==> src/design/swmc_pkg.sv <==
// Shared types and constants for the sliding window median cost block.
package swmc_pkg;

    localparam int WINDOW_MAX_DEF  = 256;
    localparam int SAMPLE_BITS_DEF = 32;
    localparam int CFG_W           = 9;
    localparam int SAMPLE_W        = 32;
    localparam int COST_W          = 40;
    localparam int OUT_TDATA_W     = 48;

    // Controller states.
    typedef enum logic [2:0] {
        ST_IDLE,
        ST_REMOVE,
        ST_INSERT,
        ST_COST
    } swmc_state_t;

    // Commands from the controller to the datapath.
    typedef struct packed {
        logic accept;
        logic remove;
        logic insert;
        logic cost;
    } swmc_cmd_t;

    // Status from the datapath to the controller.
    typedef struct packed {
        logic full;
        logic out_busy;
    } swmc_status_t;

endpackage

==> src/design/swmc_ctrl.sv <==
// Controller state machine that sequences removal, insertion and cost output.
module swmc_ctrl (
    input  logic                  aclk,
    input  logic                  aresetn,
    input  logic                  s_tvalid,
    output logic                  s_tready,
    input  swmc_pkg::swmc_status_t status,
    output swmc_pkg::swmc_cmd_t    cmd
);
    import swmc_pkg::*;

    swmc_state_t state_reg, state_next;

    // State register.
    always_ff @(posedge aclk) begin
        if (!aresetn) begin
            state_reg <= ST_IDLE;
        end else begin
            state_reg <= state_next;
        end
    end

    // Next state and commands.
    always_comb begin
        state_next = state_reg;
        cmd        = '0;
        s_tready   = 1'b0;
        unique case (state_reg)
            ST_IDLE: begin
                s_tready = 1'b1;
                if (s_tvalid) begin
                    cmd.accept = 1'b1;
                    state_next = status.full ? ST_REMOVE : ST_INSERT;
                end
            end
            ST_REMOVE: begin
                cmd.remove = 1'b1;
                state_next = ST_INSERT;
            end
            ST_INSERT: begin
                cmd.insert = 1'b1;
                state_next = ST_COST;
            end
            ST_COST: begin
                if (!status.full) begin
                    state_next = ST_IDLE;
                end else if (!status.out_busy) begin
                    cmd.cost   = 1'b1;
                    state_next = ST_IDLE;
                end
            end
            default: state_next = ST_IDLE;
        endcase
    end

endmodule

==> config.mk <==
export PLATFORM = sky130hd
export DESIGN_NAME = swmc_ctrl
export DESIGN_NICKNAME = d
export VERILOG_FILES = /design/src/design/swmc_pkg.sv /design/src/design/swmc_ctrl.sv
export SDC_FILE = /design/constraint.sdc
export NUM_CORES = 1
export LEC_CHECK = 0
export BUFFER_PORTS_ARGS = -buffer_cell sky130_fd_sc_hd__buf_2
export CAP_MARGIN = 5
export CORE_AREA = 3 3 40 42
export CTS_CLUSTER_SIZE = 14
export DETAILED_ROUTE_END_ITERATION = 10
export DIE_AREA = 0 0 43 45
export HOLD_SLACK_MARGIN = 0.12
export SLEW_MARGIN = 20
export SYNTH_ARGS = -nofsm -noshare
export SYNTH_HDL_FRONTEND = slang
export SYNTH_SLANG_ARGS = --single-unit
==> constraint.sdc <==
create_clock -name aclk -period 1.3 [get_ports aclk]
set_input_delay 0.26 -clock aclk [delete_from_list [all_inputs] [get_ports aclk]]
set_output_delay 0.26 -clock aclk [all_outputs]
set_load 0.01 [all_outputs]
* After elaboration in Yosys (flattened, before gate mapping)
Cells that the tools add are included.
** Storage, ports and cells
- Output and inout bits :: 5
- Logic and storage cells :: 21
- Flip-flop bits (word level) :: 3
** Cells by class
- Mux-type cells :: 13
- Reductions and logical operators :: 2
- Eq/ne operators :: 5
** Operator list (count)
- $pmux W3 S4 :: 1
- $mux W3 :: 3
- $mux W1 :: 8
- $eq A3 B2 Y1 const B :: 2
- $eq A3 B1 Y1 const B :: 1
- $logic_not A3 Y1 :: 1
- $ne A3 B3 Y1 const B :: 1
- $mux W2 :: 1
- $ne A2 B2 Y1 const B :: 1
- $reduce_and A2 Y1 :: 1

* Depth between registers and ports, before layout
Gate-level depths: netlist of the first run.
- Word-level depth :: 3
- Depth in mapped cells :: 5
- Depth with buffers taken out :: 5

* Least setup slack after synthesis of the first run
No wires, ideal clock.
- Kind :: register -> register
- Start :: register state_reg[1]
- End :: register state_reg[0]
- Library setup time :: 0.059 ns
- Setup slack :: -0.013 ns
- Path buffers :: 0
- Data arrival time :: 1.254 ns
- Cell stages (with the launch flop) :: 6
- Cell sequence :: dfxtp_1 inv_1 ha_1 and2b_4 o31ai_1 o311a_1
** On the way
- Word-level cells in the longest chain between the ends :: 3
- Elaborated cells on any way between the ends :: 8
- Classes of those cells :: eq/ne: 5; mux: 1; reduce/logical: 2
** Ends and longest elaborated chain
- start: declaration :: line swmc_ctrl.sv:12 : swmc_state_t state_reg, state_next;
- start signal: assignment :: line swmc_ctrl.sv:19 : state_reg <= state_next;
- $eq A3 B2 Y1 / $logic_not A3 Y1 (equally long branches) :: line swmc_ctrl.sv:28 : unique case (state_reg)
- $ne A3 B3 Y1 (no line) / $ne A2 B2 Y1 (equally long branches)
- $reduce_and A2 Y1 (no line)
Several ways; a longest one is shown, not always the timed one.
A chain may end at the register's enable or synchronous reset.

==> results of run 1 <==
## Yosys cell counts, drive strengths merged
cell type,n,area share
and2b,1,0.048
a21oi,1,0.024
ha,5,0.30
nand2,2,0.036
dfxtp,2,0.19
o311a,1,0.048
inv,3,0.054
and3,1,0.054
nand2b,1,0.030
a211o,1,0.042
and2,1,0.030
o31ai,1,0.036
a21boi,1,0.036
o21ai,2,0.048
nor2,1,0.018
## metal layers
metal  up-vias  GRT usage  routed length (um)
li1        127          -                   -
met1       123     0.0718                 244
met2         8      0.123                 335
met3         0     0.0677                  48
met4         0     0.0482                   0
met5         -          0                   0
## what timing repair did
action	in CTS	in global routing
setup buffers	2	2
pin swaps	2	7
setup endpoints to repair	7	5
resized for setup	14	14
## where the power goes
part           internal [mW]  switching, mW  total, mW
Combinational          0.445          0.312      0.757
Clock                  0.102         0.0328      0.134
Sequential             0.105         0.0549      0.160
Total                  0.652          0.399       1.05
## path summary, 6_finish.rpt
check               start  slack, ns           end  cells after the start
min reg2reg  state_reg[1]       0.53  state_reg[1]                      2
max reg2reg  state_reg[0]       0.07  state_reg[1]                      5
max          state_reg[1]    -0.0001        cmd[3]                      4
min               aresetn       0.29  state_reg[0]                      2
## critical path: stages (launching register included)
cell and delay, ns:
dfxtp_4 0.37, inv_4 0.05, ha_4 0.15, and2_4 0.13, buf_6 0.11
## cell usage in the layout, fill, tap and decap left out, types with 2 or more instances in the layout
master and instances:
buf_2 6, buf_4 7, buf_6 5, clkbuf_4 3
dfxtp_4 2, ha_4 4
## through the flow
| step | setup TNS (ns) | instances | hold slack [ns] | utilization |
|---|---|---|---|---|
| after floorplan | 0 | 24 | 0.391 | - |
| after global placement | 0 | 53 | 0.508 | 0.242 |
| after detailed placement | -0.0226 | 53 | 0.506 | 0.242 |
| after CTS | -0.00469 | 58 | 0.274 | 0.316 |
| after global routing | -0.106 | 60 | 0.291 | 0.371 |
| final | -0.000123 | 60 | 0.292 | 0.371 |
## layout make-up
type / count / share of cell area
Inverter: 3 / 0.0394
Multi-Input combinational cell: 19 / 0.483
Clock buffer: 3 / 0.0472
Sequential cell: 2 / 0.0997
Tap cell: 15 / 0.0394
Timing Repair Buffer: 18 / 0.291
## cell families (layout without fill, tap and decap cells)
logic type	after synthesis	count (layout)	share of synthesized area
and+or+nand+nor	7	7	0.217
DFF	2	2	0.193
adders and majority gates	5	5	0.301
buffers and inverters	3	24	0.0542
AOI/OAI and AO/OA	7	7	0.235
==> results.json, run 1 <==
{
  "status": "complete, but fails checks",
  "failed_checks": "negative setup slack",
  "arrival_ns": 1.04,
  "cts_made_buffers": 3,
  "start_util": 0.162,
  "nNetsFinal": 57,
  "dp.final_hpwl_um": 410,
  "clock_latency_ns": 0.22,
  "n_fill_cell": 133,
  "portBuffers": 9,
  "relSlewSlack": 0.844,
  "drt_iter0_markers": 2,
  "setup_viol": 1,
  "core_area_um2": 1280,
  "wire_per_inst_um": 10.5,
  "netlist_area_um2": 208,
  "gr-total-overflow": 0,
  "cts_root_buffer": "clkbuf_4",
  "synthCells": 24,
  "postCtsHoldBufs": 0,
  "p_per_area_nw_per_um2": 2200,
  "drt_wl_total_um": 628,
  "cap_violations": 0,
  "die-height_um": 45,
  "place.gp.congestion": 0.632,
  "period_needed_ns": 1.30,
  "syn2layout_area_growth_pct": 130,
  "finalMaxSlewViolations": 0,
  "syn_area_per_cell_um2": 8.65,
  "cp.required_ns": 1.04,
  "diodes": 0,
  "largest_register_ffs": 2,
  "htree_levels": 1,
  "critPathCaptureType": "output port",
  "crit_fanout": 4,
  "grt_pass1_wl_um": 1050,
  "syn_nets": 34,
  "antenna_found_initial": 0,
  "dpl_cell_area_um2": 312,
  "synth.distinct_cells": 15,
  "cts_sinks": 2,
  "first_pass_iters": 2,
  "fmax_mhz": 769,
  "antenna_left": 0,
  "vias": 258,
  "drc_errors": 0,
  "start_kind": "flip-flop",
  "ctsLongestPathBuffers": 2,
  "critPathKind": "reg -> out",
  "pin_count": 10,
  "fp.dieW_um": 43,
  "rsz0062_at_grt": "true",
  "post-route-period-util": 1.00,
  "ys_warn_count": 0,
  "worst_pin_slew_ns": 0.234,
  "drive_above_1_share": 0.800,
  "cts_tree": "yes",
  "fin_worst_skew_ns": 0.00223,
  "total_power_mw": 1.05,
  "multiInputGateArea_um2": 230,
  "viasPerCell": 4.30,
  "finish.instance_area_um2": 477,
  "hp-class": "in -> reg",
  "std_cell_rows": 13,
  "clkSlewWorstSetupHoldPaths_ns": 0.03,
  "place_ws_ns": -0.0210,
  "regArea_um2": 47.5,
  "finalHoldViolCount": 0,
  "leakage_nw": 0.207,
  "grtUsageTotal": 0.0797,
  "first_global_vias": 264,
  "grt_max_degree": 6,
  "fin_ws_ns": -0.000123,
  "ys_seq_area_frac": 0.193,
  "ir_drop_v": 0.000672,
  "ys_seq_elements": 2,
  "die-area_um2": 1940
}
Note: power is estimated with default switching activity, not from simulation.
==> run 2, diff against run 1 <==
--- a/config.mk
+++ b/config.mk
@@ -5,6 +5,7 @@
 export SDC_FILE = /design/constraint.sdc
 export NUM_CORES = 1
 export LEC_CHECK = 0
+export ABC_AREA = 1
 export BUFFER_PORTS_ARGS = -buffer_cell sky130_fd_sc_hd__buf_2
 export CAP_MARGIN = 5
 export CORE_AREA = 3 3 40 42
==> constraint.sdc (replaced) <==
create_clock -name aclk -period 1.05 [get_ports aclk]
set_input_delay 0.21 -clock aclk [delete_from_list [all_inputs] [get_ports aclk]]
set_output_delay 0.21 -clock aclk [all_outputs]
set_load 0.01 [all_outputs]
==> run 2 against run 1 <==
Effect of this change:
- the run still ends with negative setup slack left
- synthesized area rose by 5.4%
- worst setup slack lost 0.17 ns
- via count decreased by 1.9%
- global-route usage shrank 0.74 points
- clock-buffer cell count unchanged
- cell area shrank 2.1%
- die area is the same
- highest routed layer unchanged
- sequential cell count did not move
- critical endpoint unchanged
- hold slack lost 0.072 ns
- utilization is 0.78 points lower
- sequential share of layout area up 0.21 points
==> results.json, run 2 <==
{
  "netlist_area_um2": 219,
  "ctsLongestPathBuffers": 2,
  "viasPerCell": 3.83,
  "min_from": "aresetn",
  "synthXorXnorAreaFrac": 0,
  "first_global_vias": 276,
  "relSlewSlack": 0.932,
  "syn_area_per_cell_um2": 6.84,
  "worst_pin_slew_ns": 0.102,
  "critPathCaptureType": "output port",
  "cp_slowest_cell": "dfxtp_4",
  "synth_top_family_by_area": "simple AND/OR/NAND/NOR gates",
  "finalHoldViolCount": 0,
  "crit_fanout": 4,
  "ys_seq_area_frac": 0.183,
  "start_kind": "flip-flop",
  "r2r_cells": 7,
  "regArea_um2": 47.5,
  "wire_per_inst_um": 8.95,
  "status": "complete, but fails checks",
  "rsz0062_at_grt": "true",
  "fp.dieW_um": 43,
  "whs_endpoint": "state_reg[1]",
  "drt_iter0_markers": 1,
  "synthCells": 32,
  "antenna_found_initial": 0,
  "drive_above_1_share": 0.725,
  "cts_root_buffer": "clkbuf_4",
  "synth.distinct_cells": 12,
  "drt_wl_total_um": 591,
  "total_power_mw": 1.29,
  "synthAdderAreaFrac": 0.286,
  "ys_seq_elements": 2,
  "cts_made_buffers": 3,
  "vias": 253,
  "finalMaxSlewViolations": 0,
  "use_met3": 0.0120,
  "cp.required_ns": 0.84,
  "grt_use_met1": 0.0719,
  "antenna_left": 0,
  "nNetsFinal": 63,
  "diodes": 0,
  "fin_worst_skew_ns": 0.00418,
  "yosys-top-cells-count": "8 x nand2_1, 6 x inv_1, 5 x ha_1",
  "start_util": 0.170,
  "postCtsHoldBufs": 0,
  "grt_pass1_wl_um": 1020,
  "first_pass_iters": 2,
  "core_area_um2": 1280,
  "dp.final_hpwl_um": 416,
  "grtUsageTotal": 0.0723,
  "yosysTopAreaCell": "ha_1",
  "die-area_um2": 1940,
  "synth_compound_area_frac": 0.0229,
  "largest_register_ffs": 2,
  "drc_errors": 0,
  "portBuffers": 9,
  "leakage_nw": 0.223,
  "cpPeakStageDelay_ns": 0.36,
  "cts_tree": "yes",
  "cap_violations": 0,
  "gr-total-overflow": 0,
  "failed_checks": "negative setup slack",
  "clkSlewWorstSetupHoldPaths_ns": 0.03,
  "critPathKind": "reg -> out",
  "period_needed_ns": 1.22,
  "multiInputGateArea_um2": 236,
  "synth_top_area_share": 0.286,
  "worst_r2r_endpoint": "state_reg[0]",
  "ys_warn_count": 0,
  "std_cell_rows": 13,
  "fmax_mhz": 818,
  "synthFlopType": "dfxtp_1",
  "fin_ws_ns": -0.173,
  "r2r-start": "state_reg[1]",
  "synth_edf_count": 0,
  "r2r_setup_slack_ns": -0.02,
  "muxShareOfSynthArea": 0,
  "arrival_ns": 1.01,
  "setup_viol": 7,
  "crit_chain": "inv_4 > ha_4 > nand2_1 > inv_1 > buf_2",
  "yosysMostFrequentCell": "nand2_1",
  "place.gp.congestion": 0.766,
  "ys_async_sr_fraction": 0,
  "synth-simple-area-share": 0.389,
  "syn2layout_area_growth_pct": 113,
  "grt_max_degree": 5,
  "hp-class": "in -> reg",
  "n_fill_cell": 130,
  "ir_drop_v": 0.00160,
  "p_per_area_nw_per_um2": 2770,
  "hold_depth": 3,
  "synth_area_leaders": "ha_1 29%, dfxtp_1 18%, nand2_1 14%, inv_1 10%, nand2_2 5.7%",
  "htree_levels": 1,
  "post-route-period-util": 1.16,
  "clock_latency_ns": 0.22,
  "cts_sinks": 2,
  "syn_nets": 42,
  "met2_usage": 0.135,
  "die-height_um": 45,
  "busiest_layer": "met2",
  "final_cell_mix": "7 x nand2_1, 7 x buf_2, 7 x buf_4",
  "pin_count": 10,
  "fin_util": 0.363
}
[run 2: changes by cell type after synthesis, sizes merged, moves of 2 or more]
cell / before / now
inv: 3 / 7
nand2: 2 / 11
nand3: 0 / 2
nor2: 1 / 3
o21ai: 2 / 0
[run 2: logic make-up (layout without fill, tap and decap cells)]
kind of cell,Yosys count,in the layout
DFF,2,2
and+or+nand+nor,17,17
buffers and inverters,7,26
AOI/OAI and AO/OA,1,1
adders and majority gates,5,5
[run 2: repair_timing]
action | CTS | global route
pin swaps | 3 | 6
gates resized for setup | 18 | 5
setup endpoints to repair | 7 | 7
setup buffers | 3 | 1
[run 2: cell type report]
| class | instances | area share |
|---|---|---|
| well taps | 15 | 0.0402 |
| multi-input cells | 23 | 0.507 |
| flip-flops and latches | 2 | 0.102 |
| clock buffers | 3 | 0.0483 |
| repair buffers | 16 | 0.236 |
| inverters | 7 | 0.0670 |
[run 2: how the worst max path moves through the flow]
stage | startpoint | end | slack (ns) | cells after the start
finish | state_reg[1] | cmd[3] | -0.17 | 5
global route | state_reg[0] | cmd[0] | -0.22 | 4
CTS | state_reg[1] | cmd[3] | -0.17 | 5
detailed placement | state_reg[0] | state_reg[1] | -0.10 | 6
global placement | state_reg[0] | state_reg[1] | -0.09 | 6
floorplan | state_reg[0] | state_reg[1] | -0.003 | 6
[run 2: per-layer routing]
layer / vias to the layer above / wire (um)
met5: - / 0
met4: 0 / 0
met3: 0 / 18
met2: 6 / 313
met1: 113 / 259
li1: 134 / -
[run 2: power by group]
group | switching, mW | internal, mW | total [mW] | leakage [nW]
logic | 0.452 | 0.476 | 0.929 | 0.192
registers | 0.0606 | 0.134 | 0.195 | 0.0178
clock network | 0.0408 | 0.126 | 0.167 | 0.0138
total | 0.554 | 0.737 | 1.29 | 0.223
[run 2: worst max-delay path, delay by kind of cell (launching register included)]
family        cells  cell delay [ns]
fa+ha+maj         1             0.16
buf+inv           3             0.21
simple gates      1             0.05
flops             1             0.36
[run 2: metrics by stage]
stage	hold WS (ns)	TNS (ns)	area, um2	instances	setup slack, ns
2_1_floorplan	0.330	-0.00296	226	32	-0.00296
3_3_place_gp	0.465	-0.118	320	60	-0.0934
3_5_place_dp	0.463	-0.184	320	60	-0.103
4_1_cts	0.217	-0.822	434	66	-0.168
5_1_grt	0.250	-1.07	467	66	-0.220
6_report	0.220	-0.739	467	66	-0.173
